$ cat config.mk
export PLATFORM = sky130hd
export DESIGN_NAME = ipt_cell
export DESIGN_NICKNAME = d
export VERILOG_FILES = /design/src/rtl/core/inverted_page_table_defines.svh /design/src/rtl/core/ipt_pkg.sv /design/src/rtl/core/ipt_cell.sv
export SDC_FILE = /design/constraint.sdc
export NUM_CORES = 1
export LEC_CHECK = 0
export BUFFER_PORTS_ARGS = -buffer_cell sky130_fd_sc_hd__buf_2
export CAP_MARGIN = 40
export CORE_UTILIZATION = 40
export CTS_BUF_LIST = sky130_fd_sc_hd__clkbuf_2
export DETAILED_ROUTE_END_ITERATION = 6
export PLACE_DENSITY = 0.64
export SYNTH_ARGS = -nofsm -noshare
export SYNTH_HDL_FRONTEND = slang
export SYNTH_SLANG_ARGS = --single-unit
$ cat constraint.sdc
create_clock -name clk -period 2.88 [get_ports clk]
set_input_delay 0.576 -clock clk [delete_from_list [all_inputs] [get_ports clk]]
set_output_delay 0.576 -clock clk [all_outputs]
set_load 0.01 [all_outputs]
$ cat src/rtl/core/inverted_page_table_defines.svh
// assertion macros shared by the inverted page table rtl
`ifndef INVERTED_PAGE_TABLE_DEFINES_SVH
`define INVERTED_PAGE_TABLE_DEFINES_SVH

`ifndef NO_ASSERTIONS
`define IPT_ASSERT(lbl, prop, msg) \
    lbl: assert property (@(posedge clk) disable iff (!rst_n) prop) else $error(msg);
`define IPT_ASSERT_RST(lbl, prop, msg) \
    lbl: assert property (@(posedge clk) prop) else $error(msg);
`else
`define IPT_ASSERT(lbl, prop, msg)
`define IPT_ASSERT_RST(lbl, prop, msg)
`endif

`endif

$ cat src/rtl/core/ipt_pkg.sv
// types and codes shared by the inverted page table modules
package ipt_pkg;

    localparam logic [1:0] REQ_ALLOC  = 2'd0;
    localparam logic [1:0] REQ_FREE   = 2'd1;
    localparam logic [1:0] REQ_LOOKUP = 2'd2;

    typedef enum logic [2:0] {
        ST_OK        = 3'd0,
        ST_BAD_PID   = 3'd1,
        ST_BAD_COUNT = 3'd2,
        ST_TOO_FEW   = 3'd3,
        ST_RANGE     = 3'd4,
        ST_NOT_FOUND = 3'd5
    } status_t;

    typedef enum logic [1:0] {
        PASS_COUNT,
        PASS_ASSIGN,
        PASS_FREE,
        PASS_LOOKUP
    } pass_op_t;

    typedef enum logic [1:0] {
        S_IDLE,
        S_PASS,
        S_HOLD
    } ctrl_state_t;

    // control part of the token that walks down the cell chain
    typedef struct packed {
        logic     valid;
        pass_op_t op;
        logic     found;
    } ipt_tok_t;

endpackage

$ cat src/rtl/core/ipt_cell.sv
// one frame of the table: owner and page, plus one stage of the token chain
module ipt_cell
    import ipt_pkg::*;
#(
    parameter int NUM_FRAMES = 256,
    parameter int PID_BITS   = 16,
    parameter int IDX        = 0
) (
    input  logic                                clk,
    input  logic                                rst_n,
    input  logic [PID_BITS-1:0]                 pid,
    input  logic [$clog2(NUM_FRAMES)-1:0]       key,
    input  ipt_tok_t                            tok_in,
    input  logic [$clog2(NUM_FRAMES+1)-1:0]     acc_in,
    output ipt_tok_t                            tok_out,
    output logic [$clog2(NUM_FRAMES+1)-1:0]     acc_out
);

    localparam int PW = $clog2(NUM_FRAMES);
    localparam int AW = $clog2(NUM_FRAMES + 1);

    logic [PID_BITS-1:0] owner_reg, owner_next;
    logic [PW-1:0]       page_reg, page_next;
    ipt_tok_t            tok_reg, tok_next;
    logic [AW-1:0]       acc_reg, acc_next;
    logic [AW-1:0]       acc_dec;
    logic                is_free;
    logic                is_mine;

    assign acc_dec = acc_in - AW'(1);
    assign is_free = (owner_reg == '0);
    assign is_mine = (owner_reg == pid);

    always_comb
    begin
        owner_next = owner_reg;
        page_next  = page_reg;
        tok_next   = tok_in;
        acc_next   = acc_in;
        if (tok_in.valid)
        begin
            unique case (tok_in.op)
                PASS_COUNT:
                begin
                    if (is_free)
                    begin
                        acc_next = acc_in + AW'(1);
                    end
                end
                PASS_ASSIGN:
                begin
                    // acc holds pages still to hand out, lowest frame gets the highest page
                    if (is_free && (acc_in != '0))
                    begin
                        owner_next = pid;
                        page_next  = acc_dec[PW-1:0];
                        acc_next   = acc_dec;
                    end
                end
                PASS_FREE:
                begin
                    if (is_mine)
                    begin
                        owner_next = '0;
                        page_next  = '0;
                    end
                end
                PASS_LOOKUP:
                begin
                    // first hit wins, later cells pass it through
                    if (!tok_in.found && is_mine && (page_reg == key))
                    begin
                        tok_next.found = 1'b1;
                        acc_next       = AW'(IDX);
                    end
                end
            endcase
        end
    end

    always_ff @(posedge clk or negedge rst_n)
    begin
        if (!rst_n)
        begin
            owner_reg <= '0;
            tok_reg   <= '0;
        end
        else
        begin
            owner_reg <= owner_next;
            tok_reg   <= tok_next;
        end
    end

    always_ff @(posedge clk)
    begin
        page_reg <= page_next;
        acc_reg  <= acc_next;
    end

    assign tok_out = tok_reg;
    assign acc_out = acc_reg;

endmodule

==> metrics <==
status completed; P per Cell Area between 400 and 500 nW/um2; Final nets ~330; row count 27; Post-Syn Nets between 200 and 300; port bufs 51; Die ar. around 6000 um2; top-area cell type share of the netlist area a little over a fifth; Synth Cell Area roughly 2300 um2; total number of yosys warnings 0; Period minus WS final about 2400 ps; Register Area 921 um2; fill count ~540; Crit Reg-Reg Endpoint owner_reg[3]$_DFFE_PN0P_; worst skew pair latency around 400 ps; vias in the first global route around 1900; GRT overflow 0; multi-input logic area between 1000 and 1500 um2; endpoints failing hold 0; detailed-route DRC error count 0; Post-synth EDFFs 8; R2R cell count 6; global route hottest layer met1; gr usage total 19.6%; flop-to-flop setup slack around 490 ps; Max Transition Viols Final 0; Synth area leaders dfrtp_1 (22%), edfxtp_1 (11%), xor2_1 (9.6%), dfxtp_1 (7.9%), a22o_1 (6.1%); worst hold-check path type in -> async; sequential area share after synthesis roughly two fifths; Core ar. about 5500 um2; Worst Skew about 20 ps; diode count 0; vias between 1500 and 2000; drt first pass iters 4; share of cells above drive strength 1 between 20% and 30%; TritonCTS Buffers 5; Post-synth ARST share around 54%; # hold bufs at CTS 0; top cell type by total area after synthesis dfrtp_1; initial DRC count 120; # setup viols final 0; GR Util met3 2.82%; synthesized flop and latch total 37; Post-Route WL about 5.5 mm; Worst Setup End Kind flip-flop; CTS tree done; worst path required time about 3200 ps; Worst Path Arrival ~2700 ps; routability congestion estimate from global placement a little under 0.9; io pins 52; CP Class reg -> reg; Syn Area/Cell around 9.9 um2; most common cell in the netlist xor2_1; first-pass GRT wire length 9.27 mm; die width slightly below 80 um; largest net degree at the start of global routing 21; Synth top cells by count xor2_1 (25), dfrtp_1 (20), nor2_1 (17); max reg flops 16; leak pwr ~1.2 nW; Die Y approximately 78 um; startpoint types flip-flop; GRT met1 Usage 28.9%; setup bufs post-CTS 0; ys flop type dfrtp_1; Max Freq between 400 and 500 MHz; Wirelength per Cell about 15 um; Max-cap violations 0; # clock sinks 37; hpwl dp around 4.0 mm; Worst Tran Pin Value ~600 ps; Slew Limit Headroom 59.8%; Worst R2R Start owner_reg[0]$_DFFE_PN0P_; htree depth 2; initial antenna violation count 0; count of different cell masters after synthesis 56; Clock transition at path regs 190 ps; final period utilization between 80% and 90%; root buffer cell clkbuf_2; Pwr Total 1.30 mW; initial core utilization about two fifths; worst vdd ir about 0.17 mV; RSZ-0062 raised after global routing false; CTS max path bufs 2; M2 GR Usage 28.7%; post-CTS resize count 0; Synth-to-Final Area Change 16.9%; Setup TNS Final 0 ps; Vias/cell roughly 5.6; Synth Instances about 230; Worst Path Max Fanout 16; remaining antenna violation count after routing 0
## layout make-up
type	count	share of cell area [%]
clock buffers	6	1.12
clock inverters	2	1.26
inverters	10	1.41
multi-input cells	170	46.6
flip-flops and latches	37	34.5
well taps	72	3.37
repair buffers	59	11.8
## layout by cell type (no fill, tap or decap), drive strengths merged, types with 2 or more instances in the layout
| master | count |
|---|---|
| o41ai | 2 |
| o211ai | 4 |
| mux2i | 3 |
| buf | 59 |
| a21oi | 2 |
| a21boi | 2 |
| dfxtp | 9 |
| o21ai | 5 |
| nor2b | 3 |
| nand3 | 8 |
| ha | 7 |
| a221o | 2 |
| nor2 | 17 |
| clkbuf | 6 |
| a22o | 16 |
| a32oi | 2 |
| and4 | 2 |
| or3 | 2 |
| xor2 | 25 |
| edfxtp | 8 |
| and3 | 2 |
| or4b | 2 |
| nor4 | 16 |
| nand2 | 8 |
| inv | 11 |
| nand4 | 10 |
| dfrtp | 20 |
| xnor2 | 5 |
| nor3 | 5 |
## power breakdown
| part | leakage [nW] | switching, mW | internal [mW] | total [mW] |
|---|---|---|---|---|
| Combinational | 0.714 | 0.161 | 0.146 | 0.307 |
| Sequential | 0.396 | 0.0578 | 0.607 | 0.665 |
| Clock | 0.0433 | 0.180 | 0.149 | 0.329 |
| Total | 1.15 | 0.398 | 0.902 | 1.30 |
## metal layers
layer / share of wire, % / up-vias
met3: 5.2 / 6
met5: 0 / -
li1: - / 975
met2: 46 / 65
met4: 1.2 / 0
met1: 48 / 937
## cell families after synthesis
group / Yosys count / share of synthesized area [%]
simple gates: 79 / 19.3
compound gates: 50 / 18.0
flops: 37 / 40.3
xor+xnor: 30 / 11.5
buf+inv: 25 / 5.31
fa+ha+maj: 7 / 3.83
mux: 4 / 1.81
## per-stage QoR
| stage | instance area, um2 | cells | hold WS (ps) | setup slack, ps | util, % |
|---|---|---|---|---|---|
| after global placement | 2610 | 348 | 533 | 471 | 47.4 |
| after global routing | 2670 | 356 | 93.5 | 412 | 48.5 |
| after detailed placement | 2610 | 348 | 542 | 421 | 47.4 |
| after floorplan | 2290 | 232 | 280 | 495 | - |
| final | 2670 | 356 | 92.1 | 490 | 48.5 |
| after CTS | 2670 | 356 | 90.6 | 524 | 48.5 |
## worst max path at each step
| stage | from | end |
|---|---|---|
| after floorplan | acc_in[0] | page_reg[0]$_SDFFCE_PP0P_ |
| after global placement | acc_in[0] | acc_out[8]$_DFF_P_ |
| after detailed placement | pid[5] | owner_reg[5]$_DFFE_PN0P_ |
| final | owner_reg[0]$_DFFE_PN0P_ | owner_reg[3]$_DFFE_PN0P_ |
| after global routing | owner_reg[9]$_DFFE_PN0P_ | owner_reg[10]$_DFFE_PN0P_ |
| after CTS | owner_reg[0]$_DFFE_PN0P_ | owner_reg[5]$_DFFE_PN0P_ |
## critical path, cell delays in order (launching register included)
cell and delay, ps:
dfrtp_1 450, nor4_1 570, and4_1 370, nand2_4 120
a221o_1 340, buf_4 210, a22o_1 250
(Power assumes the default switching activity.)
