===== src/rtl/core/inverted_page_table_defines.svh =====
// assertion macros shared by the inverted page table rtl
`ifndef INVERTED_PAGE_TABLE_DEFINES_SVH
`define INVERTED_PAGE_TABLE_DEFINES_SVH

`ifndef NO_ASSERTIONS
`define IPT_ASSERT(lbl, prop, msg) \
    lbl: assert property (@(posedge clk) disable iff (!rst_n) prop) else $error(msg);
`define IPT_ASSERT_RST(lbl, prop, msg) \
    lbl: assert property (@(posedge clk) prop) else $error(msg);
`else
`define IPT_ASSERT(lbl, prop, msg)
`define IPT_ASSERT_RST(lbl, prop, msg)
`endif

`endif


===== src/rtl/core/ipt_pkg.sv =====
// types and codes shared by the inverted page table modules
package ipt_pkg;

    localparam logic [1:0] REQ_ALLOC  = 2'd0;
    localparam logic [1:0] REQ_FREE   = 2'd1;
    localparam logic [1:0] REQ_LOOKUP = 2'd2;

    typedef enum logic [2:0] {
        ST_OK        = 3'd0,
        ST_BAD_PID   = 3'd1,
        ST_BAD_COUNT = 3'd2,
        ST_TOO_FEW   = 3'd3,
        ST_RANGE     = 3'd4,
        ST_NOT_FOUND = 3'd5
    } status_t;

    typedef enum logic [1:0] {
        PASS_COUNT,
        PASS_ASSIGN,
        PASS_FREE,
        PASS_LOOKUP
    } pass_op_t;

    typedef enum logic [1:0] {
        S_IDLE,
        S_PASS,
        S_HOLD
    } ctrl_state_t;

    // control part of the token that walks down the cell chain
    typedef struct packed {
        logic     valid;
        pass_op_t op;
        logic     found;
    } ipt_tok_t;

endpackage


===== src/rtl/core/ipt_req_if.sv =====
// request channel: valid/ready plus the request fields
interface ipt_req_if;
    logic        valid;
    logic        ready;
    logic [1:0]  req_type;
    logic [15:0] proc_id;
    logic [15:0] page_count;
    logic [15:0] page_number;

    modport source (output valid, req_type, proc_id, page_count, page_number, input ready);
    modport sink (input valid, req_type, proc_id, page_count, page_number, output ready);
endinterface


===== src/rtl/core/ipt_rsp_if.sv =====
// response channel: valid/ready plus the result fields
interface ipt_rsp_if;
    logic       valid;
    logic       ready;
    logic [2:0] status;
    logic [7:0] frame_index;

    modport source (output valid, status, frame_index, input ready);
    modport sink (input valid, status, frame_index, output ready);
endinterface


===== src/rtl/core/ipt_ctrl.sv =====
// request decode, pass sequencing and response register
`include "inverted_page_table_defines.svh"

module ipt_ctrl
    import ipt_pkg::*;
#(
    parameter int NUM_FRAMES = 256,
    parameter int PID_BITS   = 16
) (
    input  logic                                clk,
    input  logic                                rst_n,
    ipt_req_if.sink                             req,
    ipt_rsp_if.source                           rsp,
    output logic [PID_BITS-1:0]                 pid,
    output logic [$clog2(NUM_FRAMES)-1:0]       key,
    output ipt_tok_t                            tok_out,
    output logic [$clog2(NUM_FRAMES+1)-1:0]     acc_out,
    input  ipt_tok_t                            tail,
    input  logic [$clog2(NUM_FRAMES+1)-1:0]     tail_acc
);

    localparam int PW = $clog2(NUM_FRAMES);
    localparam int AW = $clog2(NUM_FRAMES + 1);

    ctrl_state_t         state_reg, state_next;
    ipt_tok_t            tok_reg, tok_next;
    logic [AW-1:0]       acc_reg, acc_next;
    logic [PID_BITS-1:0] pid_reg, pid_next;
    logic [PW-1:0]       key_reg, key_next;
    logic [15:0]         count_reg, count_next;
    status_t             pend_status_reg, pend_status_next;
    logic [7:0]          pend_frame_reg, pend_frame_next;
    logic                out_valid_reg, out_valid_next;
    status_t             out_status_reg, out_status_next;
    logic [7:0]          out_frame_reg, out_frame_next;

    logic [PID_BITS+15:0] pid_wide;
    logic [PID_BITS-1:0]  pid_in;
    logic [AW+7:0]        tail_wide;
    logic                 req_launch;
    pass_op_t             req_op;
    status_t              req_status;
    logic                 enough;
    logic                 out_free;

    // pid is proc_id taken modulo 2^PID_BITS
    assign pid_wide  = {{PID_BITS{1'b0}}, req.proc_id};
    assign pid_in    = pid_wide[PID_BITS-1:0];
    assign tail_wide = {8'd0, tail_acc};
    assign enough    = (32'(tail_acc) >= 32'(count_reg));
    assign out_free  = !out_valid_reg || rsp.ready;

    // request checks in the order pid, count or range, then launch a pass
    always_comb
    begin
        req_launch = 1'b0;
        req_op     = PASS_COUNT;
        req_status = ST_OK;
        unique case (req.req_type)
            REQ_ALLOC:
            begin
                if (pid_in == '0)
                begin
                    req_status = ST_BAD_PID;
                end
                else if (req.page_count == 16'd0)
                begin
                    req_status = ST_BAD_COUNT;
                end
                else
                begin
                    req_launch = 1'b1;
                    req_op     = PASS_COUNT;
                end
            end
            REQ_FREE:
            begin
                if (pid_in == '0)
                begin
                    req_status = ST_BAD_PID;
                end
                else
                begin
                    req_launch = 1'b1;
                    req_op     = PASS_FREE;
                end
            end
            REQ_LOOKUP:
            begin
                if (pid_in == '0)
                begin
                    req_status = ST_BAD_PID;
                end
                else if (32'(req.page_number) >= 32'(NUM_FRAMES))
                begin
                    req_status = ST_RANGE;
                end
                else
                begin
                    req_launch = 1'b1;
                    req_op     = PASS_LOOKUP;
                end
            end
            default:
            begin
                req_status = ST_OK;
            end
        endcase
    end

    always_comb
    begin
        state_next = state_reg;
        unique case (state_reg)
            S_IDLE:
            begin
                if (req.valid)
                begin
                    state_next = req_launch ? S_PASS : S_HOLD;
                end
            end
            S_PASS:
            begin
                if (tail.valid)
                begin
                    if ((tail.op == PASS_COUNT) && enough)
                    begin
                        state_next = S_PASS;
                    end
                    else
                    begin
                        state_next = S_HOLD;
                    end
                end
            end
            S_HOLD:
            begin
                if (out_free)
                begin
                    state_next = S_IDLE;
                end
            end
            default:
            begin
                state_next = S_IDLE;
            end
        endcase
    end

    always_comb
    begin
        tok_next         = '0;
        acc_next         = acc_reg;
        pid_next         = pid_reg;
        key_next         = key_reg;
        count_next       = count_reg;
        pend_status_next = pend_status_reg;
        pend_frame_next  = pend_frame_reg;
        out_valid_next   = out_valid_reg && !rsp.ready;
        out_status_next  = out_status_reg;
        out_frame_next   = out_frame_reg;
        unique case (state_reg)
            S_IDLE:
            begin
                if (req.valid)
                begin
                    pid_next   = pid_in;
                    key_next   = req.page_number[PW-1:0];
                    count_next = req.page_count;
                    if (req_launch)
                    begin
                        tok_next.valid = 1'b1;
                        tok_next.op    = req_op;
                        acc_next       = '0;
                    end
                    else
                    begin
                        pend_status_next = req_status;
                        pend_frame_next  = 8'd0;
                    end
                end
            end
            S_PASS:
            begin
                if (tail.valid)
                begin
                    pend_status_next = ST_OK;
                    pend_frame_next  = 8'd0;
                    unique case (tail.op)
                        PASS_COUNT:
                        begin
                            if (enough)
                            begin
                                // second sweep hands out count frames
                                tok_next.valid = 1'b1;
                                tok_next.op    = PASS_ASSIGN;
                                acc_next       = AW'(count_reg);
                            end
                            else
                            begin
                                pend_status_next = ST_TOO_FEW;
                            end
                        end
                        PASS_LOOKUP:
                        begin
                            if (tail.found)
                            begin
                                pend_frame_next = tail_wide[7:0];
                            end
                            else
                            begin
                                pend_status_next = ST_NOT_FOUND;
                            end
                        end
                        PASS_ASSIGN, PASS_FREE:
                        begin
                            pend_status_next = ST_OK;
                        end
                    endcase
                end
            end
            S_HOLD:
            begin
                if (out_free)
                begin
                    out_valid_next  = 1'b1;
                    out_status_next = pend_status_reg;
                    out_frame_next  = pend_frame_reg;
                end
            end
            default:
            begin
                tok_next = '0;
            end
        endcase
    end

    always_ff @(posedge clk or negedge rst_n)
    begin
        if (!rst_n)
        begin
            state_reg     <= S_IDLE;
            tok_reg       <= '0;
            out_valid_reg <= 1'b0;
        end
        else
        begin
            state_reg     <= state_next;
            tok_reg       <= tok_next;
            out_valid_reg <= out_valid_next;
        end
    end

    always_ff @(posedge clk)
    begin
        acc_reg         <= acc_next;
        pid_reg         <= pid_next;
        key_reg         <= key_next;
        count_reg       <= count_next;
        pend_status_reg <= pend_status_next;
        pend_frame_reg  <= pend_frame_next;
        out_status_reg  <= out_status_next;
        out_frame_reg   <= out_frame_next;
    end

    assign req.ready       = (state_reg == S_IDLE);
    assign rsp.valid       = out_valid_reg;
    assign rsp.status      = out_status_reg;
    assign rsp.frame_index = out_frame_reg;
    assign pid             = pid_reg;
    assign key             = key_reg;
    assign tok_out         = tok_reg;
    assign acc_out         = acc_reg;

    `IPT_ASSERT(a_tail_in_pass, tail.valid |-> (state_reg == S_PASS), "token left chain outside a pass")
    `IPT_ASSERT_RST(a_idle_no_token, req.ready |-> !tok_reg.valid, "token launched while idle")
    `IPT_ASSERT(a_out_from_hold, $rose(out_valid_reg) |-> $past(state_reg == S_HOLD), "response loaded outside hold")
    `IPT_ASSERT(a_count_bound, (tail.valid && (tail.op == PASS_COUNT)) |-> (32'(tail_acc) <= 32'(NUM_FRAMES)), "free count exceeds frame count")

endmodule


===== src/flat_wrapper.sv =====
// flat-port wrapper written by rule: the top's interface ports become plain ports
module ipt_ctrl_flat import ipt_pkg::*;
#(
    parameter int NUM_FRAMES = 256,
    parameter int PID_BITS   = 16
)
  (clk, rst_n, pid, key, tok_out, acc_out, tail, tail_acc, req_valid, req_req_type, req_proc_id, req_page_count, req_page_number, req_ready, rsp_valid, rsp_status, rsp_frame_index, rsp_ready);
  ipt_req_if req_i ();
  ipt_rsp_if rsp_i ();
  input  logic clk;
  input  logic rst_n;
  output logic [PID_BITS-1:0] pid;
  output logic [$clog2(NUM_FRAMES)-1:0] key;
  output ipt_tok_t tok_out;
  output logic [$clog2(NUM_FRAMES+1)-1:0] acc_out;
  input  ipt_tok_t tail;
  input  logic [$clog2(NUM_FRAMES+1)-1:0] tail_acc;
  input wire logic [$bits(req_i.valid)-1:0] req_valid;
  input wire logic [$bits(req_i.req_type)-1:0] req_req_type;
  input wire logic [$bits(req_i.proc_id)-1:0] req_proc_id;
  input wire logic [$bits(req_i.page_count)-1:0] req_page_count;
  input wire logic [$bits(req_i.page_number)-1:0] req_page_number;
  output wire logic [$bits(req_i.ready)-1:0] req_ready;
  output wire logic [$bits(rsp_i.valid)-1:0] rsp_valid;
  output wire logic [$bits(rsp_i.status)-1:0] rsp_status;
  output wire logic [$bits(rsp_i.frame_index)-1:0] rsp_frame_index;
  input wire logic [$bits(rsp_i.ready)-1:0] rsp_ready;
  assign req_i.valid = req_valid;
  assign req_i.req_type = req_req_type;
  assign req_i.proc_id = req_proc_id;
  assign req_i.page_count = req_page_count;
  assign req_i.page_number = req_page_number;
  assign req_ready = req_i.ready;
  assign rsp_valid = rsp_i.valid;
  assign rsp_status = rsp_i.status;
  assign rsp_frame_index = rsp_i.frame_index;
  assign rsp_i.ready = rsp_ready;
  ipt_ctrl #(.NUM_FRAMES(NUM_FRAMES), .PID_BITS(PID_BITS)) u_core (.clk(clk), .rst_n(rst_n), .req(req_i), .rsp(rsp_i), .pid(pid), .key(key), .tok_out(tok_out), .acc_out(acc_out), .tail(tail), .tail_acc(tail_acc));
endmodule

===== config.mk =====
export PLATFORM = sky130hd
export DESIGN_NAME = ipt_ctrl_flat
export DESIGN_NICKNAME = d
export VERILOG_FILES = /design/src/rtl/core/ipt_pkg.sv /design/src/rtl/core/ipt_req_if.sv /design/src/rtl/core/ipt_rsp_if.sv /design/src/rtl/core/ipt_ctrl.sv /design/src/flat_wrapper.sv
export VERILOG_INCLUDE_DIRS = /design/src /design/src/rtl/core
export SDC_FILE = /design/constraint.sdc
export NUM_CORES = 1
export LEC_CHECK = 0
export BUFFER_PORTS_ARGS = -buffer_cell sky130_fd_sc_hd__buf_2
export CORE_AREA = 8 8 122 68
export CTS_CLUSTER_DIAMETER = 200
export DETAILED_ROUTE_END_ITERATION = 8
export DIE_AREA = 0 0 130 76
export PLACE_DENSITY = 0.87
export REMOVE_ABC_BUFFERS = 1
export SLEW_MARGIN = 20
export SYNTH_ARGS = -nofsm -noshare
export SYNTH_HDL_FRONTEND = slang
export SYNTH_SLANG_ARGS = --single-unit

===== constraint.sdc =====
create_clock -name clk -period 2.9 [get_ports clk]
set_input_delay 0 -clock clk [delete_from_list [all_inputs] [get_ports clk]]
set_output_delay 0 -clock clk [all_outputs]
set_load 0.005 [all_outputs]

==> impl_metrics.py <==
metrics = {
    "route": {
        "route.detailed.drc": 0,
        "wire_per_inst_um": 16.82,
        "ant_nets": 0,
        "drt_iter0_markers": 115,
        "vias": 2256,
        "routed_wl_um": 7840,
        "dr.pass1.iters": 4,
        "vias_per_cell": 4.841,
    },
    "floorplanning": {
        "die_y_um": 76,
        "io_pins": 117,
        "row_count": 22,
        "initial_core_util": 0.4474,
        "die_w_um": 130,
        "core_area_um2": 6799,
        "die-area_um2": 9880,
    },
    "worst_setup_path": {
        "slowest_delay_ps": 390,
        "worstReg2RegEnd": "u_core.acc_out[2]",
        "r2r_start": "u_core.count_reg[1]",
        "worst_ep_arrival_time_ps": 2410,
        "r2r_cells": 7,
        "crit_path_max_fanout": 9,
        "cp-end-kind": "flip-flop",
        "path_cells": "inv_1 -> ha_1 -> nor2b_1 -> o211a_1 -> o311ai_1 -> a21boi_0 -> a31o_2",
        "critPathKind": "reg2reg",
        "required_ps": 2970,
        "ff2ff_setup_slack_ps": 560,
        "start_kind": "flip-flop",
        "critical_path.slowest_cell": "a31o_2",
    },
    "clocking": {
        "tritoncts": "yes",
        "clkTransAtPathRegs_ps": 60,
        "cts_max_level": 3,
        "clock_latency_ps": 340,
        "numCtsBuffers": 9,
        "cts_sinks": 77,
        "max-clock-path-buffers": 2,
        "ctsRootBufferMaster": "clkbuf_16",
        "post-cts-setup-buffers": 0,
    },
    "place": {
        "place_congestion": 0.7815,
        "hpwl_um": 5697,
        "port_buffers": 115,
        "placed_cells": 400,
        "dp_slack_ps": 586.1,
    },
    "cells_and_area": {
        "area_growth_pct": 48.70,
        "final_cell_mix": "115 x buf_2, 71 x edfxtp_1, 50 x dlygate4sd3_1, 17 x nor2_1, 14 x inv_1",
        "drive_gt1_frac": 0.3757,
        "mostFrequentLayoutCell": "buf_2",
        "num_antenna_cells": 0,
        "num-fill-cells": 509,
        "layout.cells.non_filler": 466,
        "nNetsFinal": 445,
    },
    "worst_hold_path": {
        "hold_path_class": "in2async",
    },
    "synth": {
        "synthArstFlopShare": 0.07792,
        "yosys_warnings": 0,
        "synth_seq_cells": 77,
        "ys_types": 39,
        "yosysTopAreaCellShare": 0.7009,
        "synth_cells": 191,
        "syn_area_um2": 3042,
        "ys_seq_area_frac": 0.7503,
        "synth-main-ff-cell": "edfxtp_1",
        "synth_edf_count": 71,
        "avgSynthCellArea_um2": 15.92,
        "yosys.area.top_type": "edfxtp_1",
        "synth_area_leaders": "edfxtp_1 70%, ha_1 5.3%, dfrtp_1 4.9%",
    },
    "sta": {
        "clock_skew_ps": 8.102,
        "slew_viol_final": 0,
        "final.period_utilization": 0.8066,
        "finalSetupTns_ps": 0,
        "worst_slack_ps": 560.9,
        "worstMarginPinSlew_ps": 951.8,
        "fin_crit_ps": 2339,
        "hold_viol": 0,
        "setup_violations": 0,
        "max_freq_ghz": 0.4275,
        "slew_headroom": 0.3655,
        "rsz0062_at_grt": "false",
    },
    "flow_run": {
        "timing.max_cap.violations": 0,
    },
    "global_route": {
        "grtUsageTotal": 0.1666,
        "grt_overflow": 0,
        "grt_pass1_wl_um": 12630,
        "antenna_found_initial": 0,
        "grt_max_degree": 25,
        "grt_pass1_vias": 2446,
    },
    "power_and_ir_drop": {
        "power.density_nw_per_um2": 667.2,
        "irDropWorstVdd_mv": 0.4472,
        "p_leak_nw": 1.931,
    },
    "status": {
        "status": "completed",
    },
}
per-layer routing:
layer	vias to the layer above	share of wire	track usage
li1	1078	-	-
met1	1076	0.42	0.1989
met2	94	0.46	0.2558
met3	8	0.10	0.08170
met4	0	0.010	0.05869
met5	-	0	0
synth_stat cells, drive strengths merged, types with 2 or more instances:
master and instances:
a21oi 3, a31o 2, and2 9, clkbuf 2
dfrtp 6, edfxtp 71, ha 13, inv 14
nand2 6, nand2b 2, nand3 2, nand4 2
nor2 17, nor2b 3, nor3 3, nor4 9
o211a 2, o21ai 2, or3 2, or4 3
stage by stage:
step / util / total power [mW] / cell area, µm² / hold slack, ps
floorplan: - / 1.673 / 3027 / -295.6
global placement: 0.5488 / 1.873 / 3731 / -169.9
detailed placement: 0.5488 / 1.899 / 3731 / -167.0
CTS: 0.6653 / 3.051 / 4523 / 8.192
global route: 0.6653 / 3.158 / 4523 / 21.03
finish: 0.6653 / 3.018 / 4523 / 30.57
kinds of logic after synthesis:
logic type | after synthesis | share of synthesized area
compound gates | 22 | 0.05595
fa+ha+maj | 13 | 0.05348
buf+inv | 17 | 0.02221
flops | 77 | 0.7503
other cells | 1 | 0.001233
simple gates | 61 | 0.1168
power breakdown:
group          internal (mW)  leakage (nW)  switching (mW)
combinational          0.199          1.04           0.252
sequential              1.43         0.752          0.0466
clock                  0.664         0.137           0.427
cell type report:
cell class	count	area, µm²	area share
Sequential cell	77	2282	0.5046
Timing Repair Buffer	166	1084	0.2396
Multi-Input combinational cell	97	693.2	0.1533
Clock buffer	10	229.0	0.05062
Tap cell	96	120.1	0.02656
Clock inverter	6	62.56	0.01383
Inverter	14	52.55	0.01162
how the worst max path moves through the flow:
stage | slack [ps] | from | to
final | 560 | u_core.count_reg[1] | u_core.acc_out[2]
after global routing | 440 | u_core.count_reg[1] | u_core.acc_out[2]
after floorplan | 390 | u_core.state_reg[0] | u_core.pend_frame_reg[0]
after detailed placement | 590 | u_core.count_reg[1] | u_core.acc_out[2]
after global placement | 740 | u_core.count_reg[1] | u_core.acc_out[8]
after CTS | 570 | u_core.count_reg[1] | u_core.acc_out[2]
worst max-delay path, delay by kind of cell (launching register included):
family	cells	cell delay (ps)
AO/OA/AOI/OAI	4	1200
buffers and inverters	1	100
AND/OR/NAND/NOR	1	150
adder cells (fa/ha/maj)	1	250
flip-flops	1	380
repair_timing:
item | 4_1_cts | 5_1_grt
hold buffers | 50 | 0
gates resized for setup | 0 | 0
hold endpoints to repair | 58 | 0
(Power assumes the default switching activity.)
